<file path="config.mk">
export PLATFORM = sky130hd
export DESIGN_NAME = rx_line_terminator_framer
export DESIGN_NICKNAME = d
export VERILOG_FILES = /design/src/rtl/rltf_pkg.sv /design/src/rtl/rltf_ram.sv /design/src/rtl/rx_line_terminator_framer.sv
export SDC_FILE = /design/constraint.sdc
export NUM_CORES = 1
export LEC_CHECK = 0
export BUFFER_PORTS_ARGS = -buffer_cell sky130_fd_sc_hd__buf_2
export CAP_MARGIN = 20
export CORE_MARGIN = 1.5
export CORE_UTILIZATION = 28
export DETAILED_ROUTE_END_ITERATION = 16
export GPL_TIMING_DRIVEN = 1
export PLACE_DENSITY_LB_ADDON = 0.3
export SKIP_CTS_REPAIR_TIMING = 1
export SLEW_MARGIN = 30
export SYNTH_ARGS = -nofsm -noshare
export SYNTH_HDL_FRONTEND = slang
export SYNTH_SLANG_ARGS = --single-unit
</file>
<file path="constraint.sdc">
create_clock -name clk -period 7.75 [get_ports clk]
set_input_delay 0.3875 -clock clk [delete_from_list [all_inputs] [get_ports clk]]
set_output_delay 0.3875 -clock clk [all_outputs]
set_load 0.1 [all_outputs]
</file>
<file path="src/rtl/rltf_pkg.sv">
`timescale 1ns / 1ps

package rltf_pkg;

  // Store sizing: the line store is one byte shallower than BUF_DEPTH.
  localparam int BUF_DEPTH = 64;
  localparam int MAX_TERM  = 4;
  localparam int CAPACITY  = BUF_DEPTH - 1;
  localparam int CNT_W     = $clog2(CAPACITY + 1);
  localparam int ADDR_W    = $clog2(CAPACITY);

  // Terminator length is at most four bytes, or MAX_TERM if that is smaller.
  localparam int TERM_LIM  = (MAX_TERM < 4) ? MAX_TERM : 4;
  localparam int TLEN_W    = 3;
  localparam int TAIL_W    = 32;

  // Request kinds on the input channel.
  localparam logic KIND_BYTE  = 1'b0;
  localparam logic KIND_FLUSH = 1'b1;

  // Register indexes on the configuration port.
  localparam logic REG_TERM_LEN   = 1'b0;
  localparam logic REG_TERM_BYTES = 1'b1;

  // Reset values of the configuration registers.
  localparam logic [TLEN_W-1:0] TERM_LEN_RST   = 3'd2;
  localparam logic [TAIL_W-1:0] TERM_BYTES_RST = 32'd3338;

endpackage

</file>
<file path="src/rtl/rltf_ram.sv">
`timescale 1ns / 1ps

module rltf_ram #(
  parameter int WIDTH = 8,
  parameter int DEPTH = 64
) (
  input  logic                     clk,
  input  logic                     we,
  input  logic [$clog2(DEPTH)-1:0] waddr,
  input  logic [WIDTH-1:0]         wdata,
  input  logic                     re,
  input  logic [$clog2(DEPTH)-1:0] raddr,
  output logic [WIDTH-1:0]         rdata
);

  logic [WIDTH-1:0] mem [DEPTH];

  // One write port and one registered read port.
  always_ff @(posedge clk) begin
    if (we) begin
      mem[waddr] <= wdata;
    end
    if (re) begin
      rdata <= mem[raddr];
    end
  end

endmodule

</file>
<file path="src/rtl/rx_line_terminator_framer.sv">
`timescale 1ns / 1ps

// Line framer for a received byte stream. Each request carries either a byte
// (tuser 0) or a flush (tuser 1). Bytes are kept in a line store; once the most
// recent bytes equal the configured terminator, the line without its
// terminator is sent as a run of bytes with tlast on the final one, or as a
// single result flagged empty when no bytes precede the terminator. A store
// that fills to BUF_DEPTH-1 bytes without a terminator gives one result flagged
// overflow and is discarded. Zero bytes are ignored. A request is taken
// while the block is idle and its output register is free or being emptied.
// A matched line is then sent one byte at a time, each byte through a read
// state and then a load state on the single read port of the line store,
// the load waiting on any output stall, and no request is taken meanwhile. The
// store needs no clearing pass after reset; the block is ready at once.
module rx_line_terminator_framer (
  input  logic                             clk,
  input  logic                             rst_n,
  // Input channel. tdata: rx_byte[7:0]. tuser: kind[0].
  input  logic                             in_tvalid,
  output logic                             in_tready,
  input  logic [7:0]                       in_tdata,
  input  logic                             in_tuser,
  // Result channel. tdata: line_byte[7:0]. tuser: empty_line[0], overflow[1].
  output logic                             out_tvalid,
  input  logic                             out_tready,
  output logic [7:0]                       out_tdata,
  output logic                             out_tlast,
  output logic [1:0]                       out_tuser,
  // Configuration port.
  input  logic                             cfg_psel,
  input  logic                             cfg_penable,
  input  logic                             cfg_pwrite,
  input  logic [2:0]                       cfg_paddr,
  input  logic [31:0]                      cfg_pwdata,
  output logic [31:0]                      cfg_prdata,
  output logic                             cfg_pready
);

  import rltf_pkg::*;

  localparam logic [1:0] S_IDLE = 2'd0;
  localparam logic [1:0] S_READ = 2'd1;
  localparam logic [1:0] S_LOAD = 2'd2;

  logic [1:0]        state_r, state_nxt;
  logic [TLEN_W-1:0] term_len_r;
  logic [TAIL_W-1:0] term_bytes_r;
  logic [CNT_W-1:0]  fill_r, fill_nxt;
  logic [TAIL_W-1:0] tail_r, tail_nxt;
  logic [CNT_W-1:0]  emit_len_r, emit_len_nxt;
  logic [CNT_W-1:0]  idx_r, idx_nxt;

  logic              out_valid_r, out_valid_nxt;
  logic [7:0]        out_byte_r, out_byte_nxt;
  logic              out_last_r, out_last_nxt;
  logic              out_empty_r, out_empty_nxt;
  logic              out_ovf_r, out_ovf_nxt;

  logic              cfg_wr;
  logic              in_acc;
  logic              out_free;
  logic [TLEN_W-1:0] eff_len;
  logic [CNT_W-1:0]  base_fill;
  logic [CNT_W-1:0]  new_fill;
  logic [TAIL_W-1:0] new_tail;
  logic [CNT_W-1:0]  line_len;
  logic [3:0]        lane_ok;
  logic              match;
  logic              emit_last;

  logic              ram_we;
  logic              ram_re;
  logic [7:0]        ram_rdata;

  // Configuration registers; pready is always high.
  assign cfg_pready = 1'b1;
  assign cfg_wr     = cfg_psel && cfg_penable && cfg_pwrite && cfg_pready;

  always_ff @(posedge clk) begin
    if (!rst_n) begin
      term_len_r   <= TERM_LEN_RST;
      term_bytes_r <= TERM_BYTES_RST;
    end else if (cfg_wr) begin
      unique case (cfg_paddr[2])
        REG_TERM_LEN:   term_len_r   <= cfg_pwdata[TLEN_W-1:0];
        REG_TERM_BYTES: term_bytes_r <= cfg_pwdata;
        default: ;
      endcase
    end
  end

  always_comb begin
    unique case (cfg_paddr[2])
      REG_TERM_LEN:   cfg_prdata = {{(32 - TLEN_W){1'b0}}, term_len_r};
      REG_TERM_BYTES: cfg_prdata = term_bytes_r;
      default:        cfg_prdata = '0;
    endcase
  end

  // Handshakes.
  assign out_free  = !out_valid_r || out_tready;
  assign in_tready = (state_r == S_IDLE) && out_free;
  assign in_acc    = in_tvalid && in_tready;

  // Effective terminator length after the zero and saturation rules.
  always_comb begin
    eff_len = term_len_r;
    if (eff_len == '0) begin
      eff_len = TLEN_W'(1);
    end
    if (eff_len > TLEN_W'(TERM_LIM)) begin
      eff_len = TLEN_W'(TERM_LIM);
    end
  end

  // Append the byte and compare the tail with the terminator lane by lane.
  always_comb begin
    base_fill = (fill_r >= CNT_W'(CAPACITY)) ? '0 : fill_r;
    new_fill  = base_fill + CNT_W'(1);
    new_tail  = (fill_r >= CNT_W'(CAPACITY)) ? {TAIL_W{1'b0}} | TAIL_W'(in_tdata)
                                              : {tail_r[TAIL_W-9:0], in_tdata};
    for (int j = 0; j < 4; j++) begin
      lane_ok[j] = (TLEN_W'(j) >= eff_len) ||
                   (new_tail[8*j +: 8] == term_bytes_r[8*j +: 8]);
    end
    match    = (new_fill >= CNT_W'(eff_len)) && (&lane_ok);
    line_len = new_fill - CNT_W'(eff_len);
  end

  assign ram_we    = in_acc && (in_tuser == KIND_BYTE) && (in_tdata != 8'd0);
  assign ram_re    = (state_r == S_READ);
  assign emit_last = (idx_r + CNT_W'(1)) == emit_len_r;

  // Sequencer: take requests when idle, then walk the stored line.
  always_comb begin
    state_nxt     = state_r;
    fill_nxt      = fill_r;
    tail_nxt      = tail_r;
    emit_len_nxt  = emit_len_r;
    idx_nxt       = idx_r;
    out_valid_nxt = out_valid_r && !out_tready;
    out_byte_nxt  = out_byte_r;
    out_last_nxt  = out_last_r;
    out_empty_nxt = out_empty_r;
    out_ovf_nxt   = out_ovf_r;
    unique case (state_r)
      S_IDLE: begin
        if (in_acc && (in_tuser == KIND_FLUSH)) begin
          fill_nxt = '0;
          tail_nxt = '0;
        end else if (ram_we) begin
          if (match) begin
            fill_nxt = '0;
            tail_nxt = '0;
            if (line_len == '0) begin
              out_valid_nxt = 1'b1;
              out_byte_nxt  = 8'd0;
              out_last_nxt  = 1'b1;
              out_empty_nxt = 1'b1;
              out_ovf_nxt   = 1'b0;
            end else begin
              emit_len_nxt = line_len;
              idx_nxt      = '0;
              state_nxt    = S_READ;
            end
          end else if (new_fill >= CNT_W'(CAPACITY)) begin
            fill_nxt      = '0;
            tail_nxt      = '0;
            out_valid_nxt = 1'b1;
            out_byte_nxt  = 8'd0;
            out_last_nxt  = 1'b1;
            out_empty_nxt = 1'b0;
            out_ovf_nxt   = 1'b1;
          end else begin
            fill_nxt = new_fill;
            tail_nxt = new_tail;
          end
        end
      end
      S_READ: begin
        state_nxt = S_LOAD;
      end
      S_LOAD: begin
        if (out_free) begin
          out_valid_nxt = 1'b1;
          out_byte_nxt  = ram_rdata;
          out_last_nxt  = emit_last;
          out_empty_nxt = 1'b0;
          out_ovf_nxt   = 1'b0;
          idx_nxt       = idx_r + CNT_W'(1);
          state_nxt     = emit_last ? S_IDLE : S_READ;
        end
      end
      default: begin
        state_nxt = S_IDLE;
      end
    endcase
  end

  // Control registers.
  always_ff @(posedge clk) begin
    if (!rst_n) begin
      state_r     <= S_IDLE;
      fill_r      <= '0;
      tail_r      <= '0;
      out_valid_r <= 1'b0;
    end else begin
      state_r     <= state_nxt;
      fill_r      <= fill_nxt;
      tail_r      <= tail_nxt;
      out_valid_r <= out_valid_nxt;
    end
  end

  // Payload registers.
  always_ff @(posedge clk) begin
    emit_len_r  <= emit_len_nxt;
    idx_r       <= idx_nxt;
    out_byte_r  <= out_byte_nxt;
    out_last_r  <= out_last_nxt;
    out_empty_r <= out_empty_nxt;
    out_ovf_r   <= out_ovf_nxt;
  end

  // Line store.
  rltf_ram #(
    .WIDTH (8),
    .DEPTH (CAPACITY)
  ) u_store (
    .clk   (clk),
    .we    (ram_we),
    .waddr (base_fill[ADDR_W-1:0]),
    .wdata (in_tdata),
    .re    (ram_re),
    .raddr (idx_r[ADDR_W-1:0]),
    .rdata (ram_rdata)
  );

  assign out_tvalid = out_valid_r;
  assign out_tdata  = out_byte_r;
  assign out_tlast  = out_last_r;
  assign out_tuser  = {out_ovf_r, out_empty_r};

  // The fill count never rests at capacity.
  a_fill_below_cap: assert property (@(posedge clk) disable iff (!rst_n)
    fill_r < CNT_W'(CAPACITY))
    else $error("line store fill count reached capacity");

  // The store is never written while a line is being read out.
  a_no_write_in_emit: assert property (@(posedge clk) disable iff (!rst_n)
    (state_r != S_IDLE) |-> !ram_we)
    else $error("line store written during emission");

  // Loading the final byte of a line returns the sequencer to idle.
  a_last_to_idle: assert property (@(posedge clk) disable iff (!rst_n)
    (state_r == S_LOAD && out_free && emit_last) |=> (state_r == S_IDLE))
    else $error("emission did not end after final byte");

  // Flagged results are single, marked last and carry no byte.
  a_flag_result: assert property (@(posedge clk) disable iff (!rst_n)
    (out_valid_r && (out_empty_r || out_ovf_r)) |->
      (out_last_r && out_byte_r == 8'd0 && !(out_empty_r && out_ovf_r)))
    else $error("malformed empty or overflow result");

endmodule
</file>
======== Yosys cells after proc, flatten, opt, wreduce, memory -nomap -nowiden ========
Memory sizes are Yosys's and may differ from the RTL's. A register that Yosys moved wholly into a read port is not among the register bits.
Cells that the tools add are included.
storage, ports and cells
  logic and storage cells ................. 132
  memories ................................ 1
  input bits .............................. 51
  bits in writable memories ............... 504
  register bits ........................... 91
cells by class
  reductions and logical operators ........ 30
  magnitude comparators ................... 8
  muxes and demuxes ....................... 60
  bitwise logic cells ..................... 4
  add/subtract/negate cells ............... 3
  equality and inequality tests ........... 14
memory list
  memory       depth  width  read ports  clocked after memory_dff  wr ports  RTL line        source
  u_store.mem  63     8      1           1                         1         rltf_ram.sv:16  logic [WIDTH-1:0] mem [DEPTH];
operator list
  cell                   count
  $mux W24               4
  $pmux W32 S2           1
  $mux W6                10
  $mux W8                6
  $eq A8 B8 Y1           4
  $mux W32               1
  $mux W1                24
  $pmux W8 S2            1
  $add A6 B1 Y6 const B  2
  $ge A6 B6 Y1 const B   2
  $pmux W6 S2            1
  $reduce_and A6 Y1      2
  $mux W2                5
  $ne A2 B2 Y1 const B   5
  $reduce_and A5 Y1      2
  $logic_and A1 B1 Y1    9
  $pmux W1 S2            4
  $reduce_bool A8 Y1     1
  $eq A6 B6 Y1           1
  $ge A1 B3 Y1 const A   2
  $ge A2 B3 Y1 const A   2
  $ge A6 B3 Y1           1
  $logic_not A6 Y1       1
  $mux W3                2
  14 further kinds       26

======== Depth between registers and ports, before layout ========
  word-level depth ........................ 12
  gate-level depth with buffers ........... 14
  depth with buffers taken out ............ 13

======== Modules after synthesis ========
Synthesis repeated with hierarchy kept, for this count alone.
second synthesis, totals
  cells, all modules ...................... 1492
  area, all modules ....................... 24727.5 um2
by module, submodules not included
  module                     area an instance (um2)  instances  cells each
  rltf_ram                   19844.0                 1          938
  rx_line_terminator_framer  4883.4                  1          554

======== Worst setup path after synthesis ========
OpenSTA, ideal clock, no wires.
  path type ............................... reg-to-reg
  start point ............................. reg out_valid_r (netlist: out_tvalid)
  end point ............................... mem u_store.mem[49][0] (enable)
  required time ........................... 7380 ps
  setup time .............................. 370 ps
  stages on the path, launching flop included .. 7
  path buffers ............................ 1
  arrival ................................. 4916 ps
  slack ................................... 2464 ps
  path through ............................ dfxtp_1 > nor2b_1 > nor3_1 > nand4b_1 > or4_1 > clkbuf_1 > nor2_1
on the way
  word-level cells in the longest chain between the ends .. 8
RTL lines
  element                           RTL line                          source
  start, declared                   rx_line_terminator_framer.sv:53   logic out_valid_r, out_valid_nxt;
  start signal, assigned            rx_line_terminator_framer.sv:211  out_valid_r <= out_valid_nxt;
  $logic_not A1 Y1                  rx_line_terminator_framer.sv:101  assign out_free = !out_valid_r || out_tready;
  $logic_or A1 B1 Y1                rx_line_terminator_framer.sv:101
  $logic_and A1 B1 Y1               rx_line_terminator_framer.sv:102  assign in_tready = (state_r == S_IDLE) && out_free;
  via in_tready                     rx_line_terminator_framer.sv:20   output logic in_tready,
  $logic_and A1 B1 Y1               rx_line_terminator_framer.sv:103  assign in_acc = in_tvalid && in_tready;
  $logic_and A1 B1 Y1 (2 in a row)  rx_line_terminator_framer.sv:130  assign ram_we = in_acc && (in_tuser == KIND_BYTE) && (in_tdata != 8'd0);
  $mux W1                           rltf_ram.sv:20                    if (we) begin
  $mux W1 (not written as such)     rltf_ram.sv:21                    mem[waddr] <= wdata;
  end, declared                     rltf_ram.sv:16
The timed path passes the listed nets, and every way through them passes these cells.

======== Worst setup path after layout ========
  start point ............................. reg fill_r[1]
  end point ............................... reg idx_r[3] (enable)
on the way
  word-level cells in the longest chain between the ends .. 8
RTL lines
  element                                                               RTL line                          source
  start, declared                                                       rx_line_terminator_framer.sv:48   logic [CNT_W-1:0] fill_r, fill_nxt;
  start signal, assigned                                                rx_line_terminator_framer.sv:209  fill_r <= fill_nxt;
  parallel branches: the longest is 7 deep, another holds $ge A6 B6 Y1  --
  $reduce_and A6 Y1 (no line) (*)                                       --
  end signal, assigned                                                  rx_line_terminator_framer.sv:218  idx_r <= idx_nxt;
  end, declared                                                         rx_line_terminator_framer.sv:51   logic [CNT_W-1:0] idx_r, idx_nxt;
Mark *: on every way between the ends.
A chain may end at the register's enable or synchronous reset.

==> flow_summary_export.csv <==
group,metric,value,unit
outcome,status,"finished, final reports clean",
yosys,syn_area_per_cell,16.09,um^2
worst_setup_path,max_stage_delay,0.67,ns
detailed_routing,drt_pass1_iterations,5,
clock_tree,cts_inserted_buffers,67,
detailed_routing,viasPerCell,4.874,
floorplan,core,87020,um^2
clock_tree,tritoncts,"yes",
place,dp.cells,2708,
detailed_routing,drt_iter0_drc,1277,
worst_setup_path,path_cells,"ha_1 > and2_1 > nand2_1 > nand2_1 > inv_1 > ha_1 > fa_1 > o221ai_1 > o211ai_1 > or4_4 > or3_1 > a21oi_1",
run,max_cap_violations,0,
sta,slew_headroom,33.78,%
clock_tree,htreeDepth,3,
detailed_routing,wirelength,62090,um
detailed_routing,wl_per_cell,21.93,um
sta,worst_pin_slew,0.9903,ns
min_path,hold_depth,3,
detailed_routing,drc,0,
worst_setup_path,crit_path_top_delay_cell,"or4_4",
floorplan,die-area,89990,um^2
global_routing,busiest_layer,"met2",
power_and_ir_drop,power.density,239.8,nW/um^2
sta,setup_tns,0,ns
worst_setup_path,cp_data_arrival_time,5.19,ns
layout,fin_nets,1682,
yosys,synth_area,24690,um^2
power_and_ir_drop,intPower,5440,uW
worst_setup_path,path_max_fanout,22,
floorplan,start_util,28.38,%
detailed_routing,drtAntennaViolNets,0,
yosys,async_flop_share,0,%
sta,maxSlewViolCount,0,
global_routing,use_met3,3.201,%
yosys,syn_nets,1593,
yosys,ys.flop_type,"edfxtp_1",
global_routing,met2_usage,22.43,%
yosys,postSynthCellCount,1535,
global_routing,grt-ovfl-total,0,
power_and_ir_drop,p_clk_share,45.7,%
global_routing,grt_pass1_wl,90870,um
global_routing,use_met1,17.99,%
floorplan,die_h,300.0,um
clock_tree,cts_root_buf,"clkbuf_16",
yosys,ys_warn_count,0,
layout,fin_util,32.85,%
global_routing,antenna_found_initial,4,
yosys,synth_seq_cells,603,
power_and_ir_drop,p_sw,1415,uW
yosys,synth_seq_area_share,70.57,%
power_and_ir_drop,pwr-share-comb,2.5,%
clock_tree,cts_buffer_depth,3,
place,dp_hpwl,38850,um
layout,layout-drive-gt1-share,18.39,%
sta,hold_viol_final,0,
sta,period_needed,4.966,ns
place,port_buffers,93,
floorplan,rows,108,
worst_setup_path,cp-start-kind,"flop",
sta,period_share,64.07,%
power_and_ir_drop,swShare,20.64,%
layout,fin_cells,2831,
place,gp_congestion,0.7914,
sta,setup-violations-final,0,
clock_tree,cts_sinks,603,
global_routing,grt_max_degree,99,
min_path,hp-class,"in -> reg",
floorplan,die_x,300.0,um
power_and_ir_drop,seqPwrFrac,51.8,%
layout,multi_input_area,6812,um^2
layout,seqCellArea,17430,um^2
clock_tree,clkTransAtPathRegs,0.06,ns
worst_setup_path,worst_setup_path_end_kind,"flop",
power_and_ir_drop,leakage,0.008674,uW
layout,area_growth,15.77,%
yosys,synth_edf_count,535,
power_and_ir_drop,peakVddDrop,0.1584,mV
worst_setup_path,critPathKind,"reg -> reg",
worst_setup_path,reg2reg_depth,12,
clock_tree,insertion_delay,0.61,ns
floorplan,ios,97,
yosys,ys_types,55,
sta,fin_skew,0.03096,ns
global_routing,grt_pass1_vias,13680,
global_routing,grtUsageTotal,13.70,%
sta,rsz0062_at_grt,"no",
worst_setup_path,crit_required,7.98,ns
detailed_routing,dr_total_vias,13800,
layout,fill_cells,8433,
sta,max_freq,0.2014,GHz
==> layout make-up <==
class                      instances  share of cell area (%)
sequential                       603                   60.96
multi-input combinational        821                   23.83
clock buffer                      85                   6.315
tap                             1155                   5.055
timing repair buffer             119                   2.429
clock inverter                    35                   1.252
inverter                          12                  0.1576
antenna                            1                0.008753
==> critical path: cells and delay by family, from the launching register on <==
| kind | cells | cell delay [ns] |
|---|---|---|
| simple gates | 5 | 1.97 |
| compound gates | 3 | 1.04 |
| fa+ha+maj | 3 | 0.95 |
| flops | 1 | 0.56 |
| buf+inv | 1 | 0.07 |
==> state kept, by name, summed over array words and instances (netlist names), 3 cells and up <==
signal         flops
term_bytes_r      32
u_store.rdata      8
fill_r             6
out_tdata          8
u_store.mem      504
emit_len_r         6
tail_r            24
term_len_r         3
idx_r              6
==> power groups by stage <==
stage | clock [uW] | combinational, uW | sequential, uW
floorplan | 0 | 83.6 | 3620
global placement | 0 | 167 | 3620
detailed placement | 0 | 171 | 3620
CTS | 3200 | 172 | 3550
global route | 3320 | 183 | 3550
finish | 3130 | 169 | 3550
==> stage by stage <==
stage          hold slack [ns]  instance area, um^2  power, uW  worst slack (ns)
6_report             0.0001743                28590       6855             2.784
5_1_grt               0.002151                28590       7053             2.518
4_1_cts               -0.03168                28540       6927             2.760
3_5_place_dp            0.4957                26380       3793             2.787
3_3_place_gp            0.4820                26360       3789             2.795
2_1_floorplan           0.4552                24690       3701             2.464
==> logic make-up after synthesis <==
logic type,after synthesis,share of synthesized area (%)
mux,194,11.97
compound gates,242,7.007
buf+inv,111,1.981
flops,603,70.57
fa+ha+maj,7,0.3851
other cells,1,0.01519
simple gates,342,6.830
xor+xnor,35,1.241
==> layer usage <==
layer,vias to the layer above,share of wire (%),wire (um)
met3,108,5.6,3492
met1,7076,43,26880
li1,6261,-,-
met2,349,48,30080
met4,4,2.6,1621
met5,-,0.031,19
==> synthesized netlist by cell type (2+ instances only) <==
cell type,instances,area [um^2]
nor2b_1,23,143.9
xor2_1,14,122.6
nand3b_1,3,22.52
edfxtp_1,535,16070
and2_1,42,262.8
nand2b_1,5,31.28
o32ai_1,12,105.1
o221ai_1,52,455.4
nor4bb_1,12,120.1
inv_1,11,41.29
a21boi_1,28,210.2
nor4_1,5,31.28
mux2i_1,112,1121
nor3_1,9,45.04
a21oi_1,51,255.2
or3_1,6,37.54
mux4_2,81,1824
nand4b_1,3,26.28
a31oi_1,12,75.07
nand4_1,4,25.02
nand2_1,110,412.9
buf_1,2,7.510
xnor2_1,21,183.9
o22ai_1,24,150.1
nand3_1,16,80.08
ha_1,6,75.07
buf_2,19,95.09
a41oi_1,4,35.03
o21ai_1,4,20.02
o21ai_0,13,65.06
a211oi_1,4,30.03
nor2_1,94,352.8
a22o_1,16,140.1
clkbuf_1,67,251.5
buf_6,2,22.52
and3_1,2,12.51
dfxtp_1,68,1361
a32oi_1,13,113.9
o211ai_1,6,45.04
buf_4,9,67.56
==> placed cells by master (no fill, tap or decap), drive strengths merged, types with 9 or more instances in the layout <==
master	count
edfxtp	535
buf	118
mux2i	112
nand2	110
nor2	95
clkbuf	85
mux4	81
dfxtp	68
o221ai	52
a21oi	51
and2	42
a21boi	29
clkinv	27
o22ai	24
nor2b	23
xnor2	21
o21ai	17
nand3	16
a22o	16
xor2	14
a32oi	13
inv	13
nor4bb	12
a31oi	12
o32ai	12
nor3	9
==> worst paths after layout <==
path,endpoint,from,slack [ns]
setup / recovery,idx_r[3]$_SDFFCE_PN0P_,fill_r[1]$_SDFFE_PN0P_,2.78
hold / removal,term_bytes_r[11]$_SDFFE_PN1P_,cfg_pwdata[11],0.0002
setup reg to reg,idx_r[3]$_SDFFCE_PN0P_,fill_r[1]$_SDFFE_PN0P_,2.78
hold reg to reg,term_bytes_r[2]$_SDFFE_PN0P_,term_bytes_r[2]$_SDFFE_PN0P_,0.50
No activity file was read; power rests on OpenSTA's default activity.
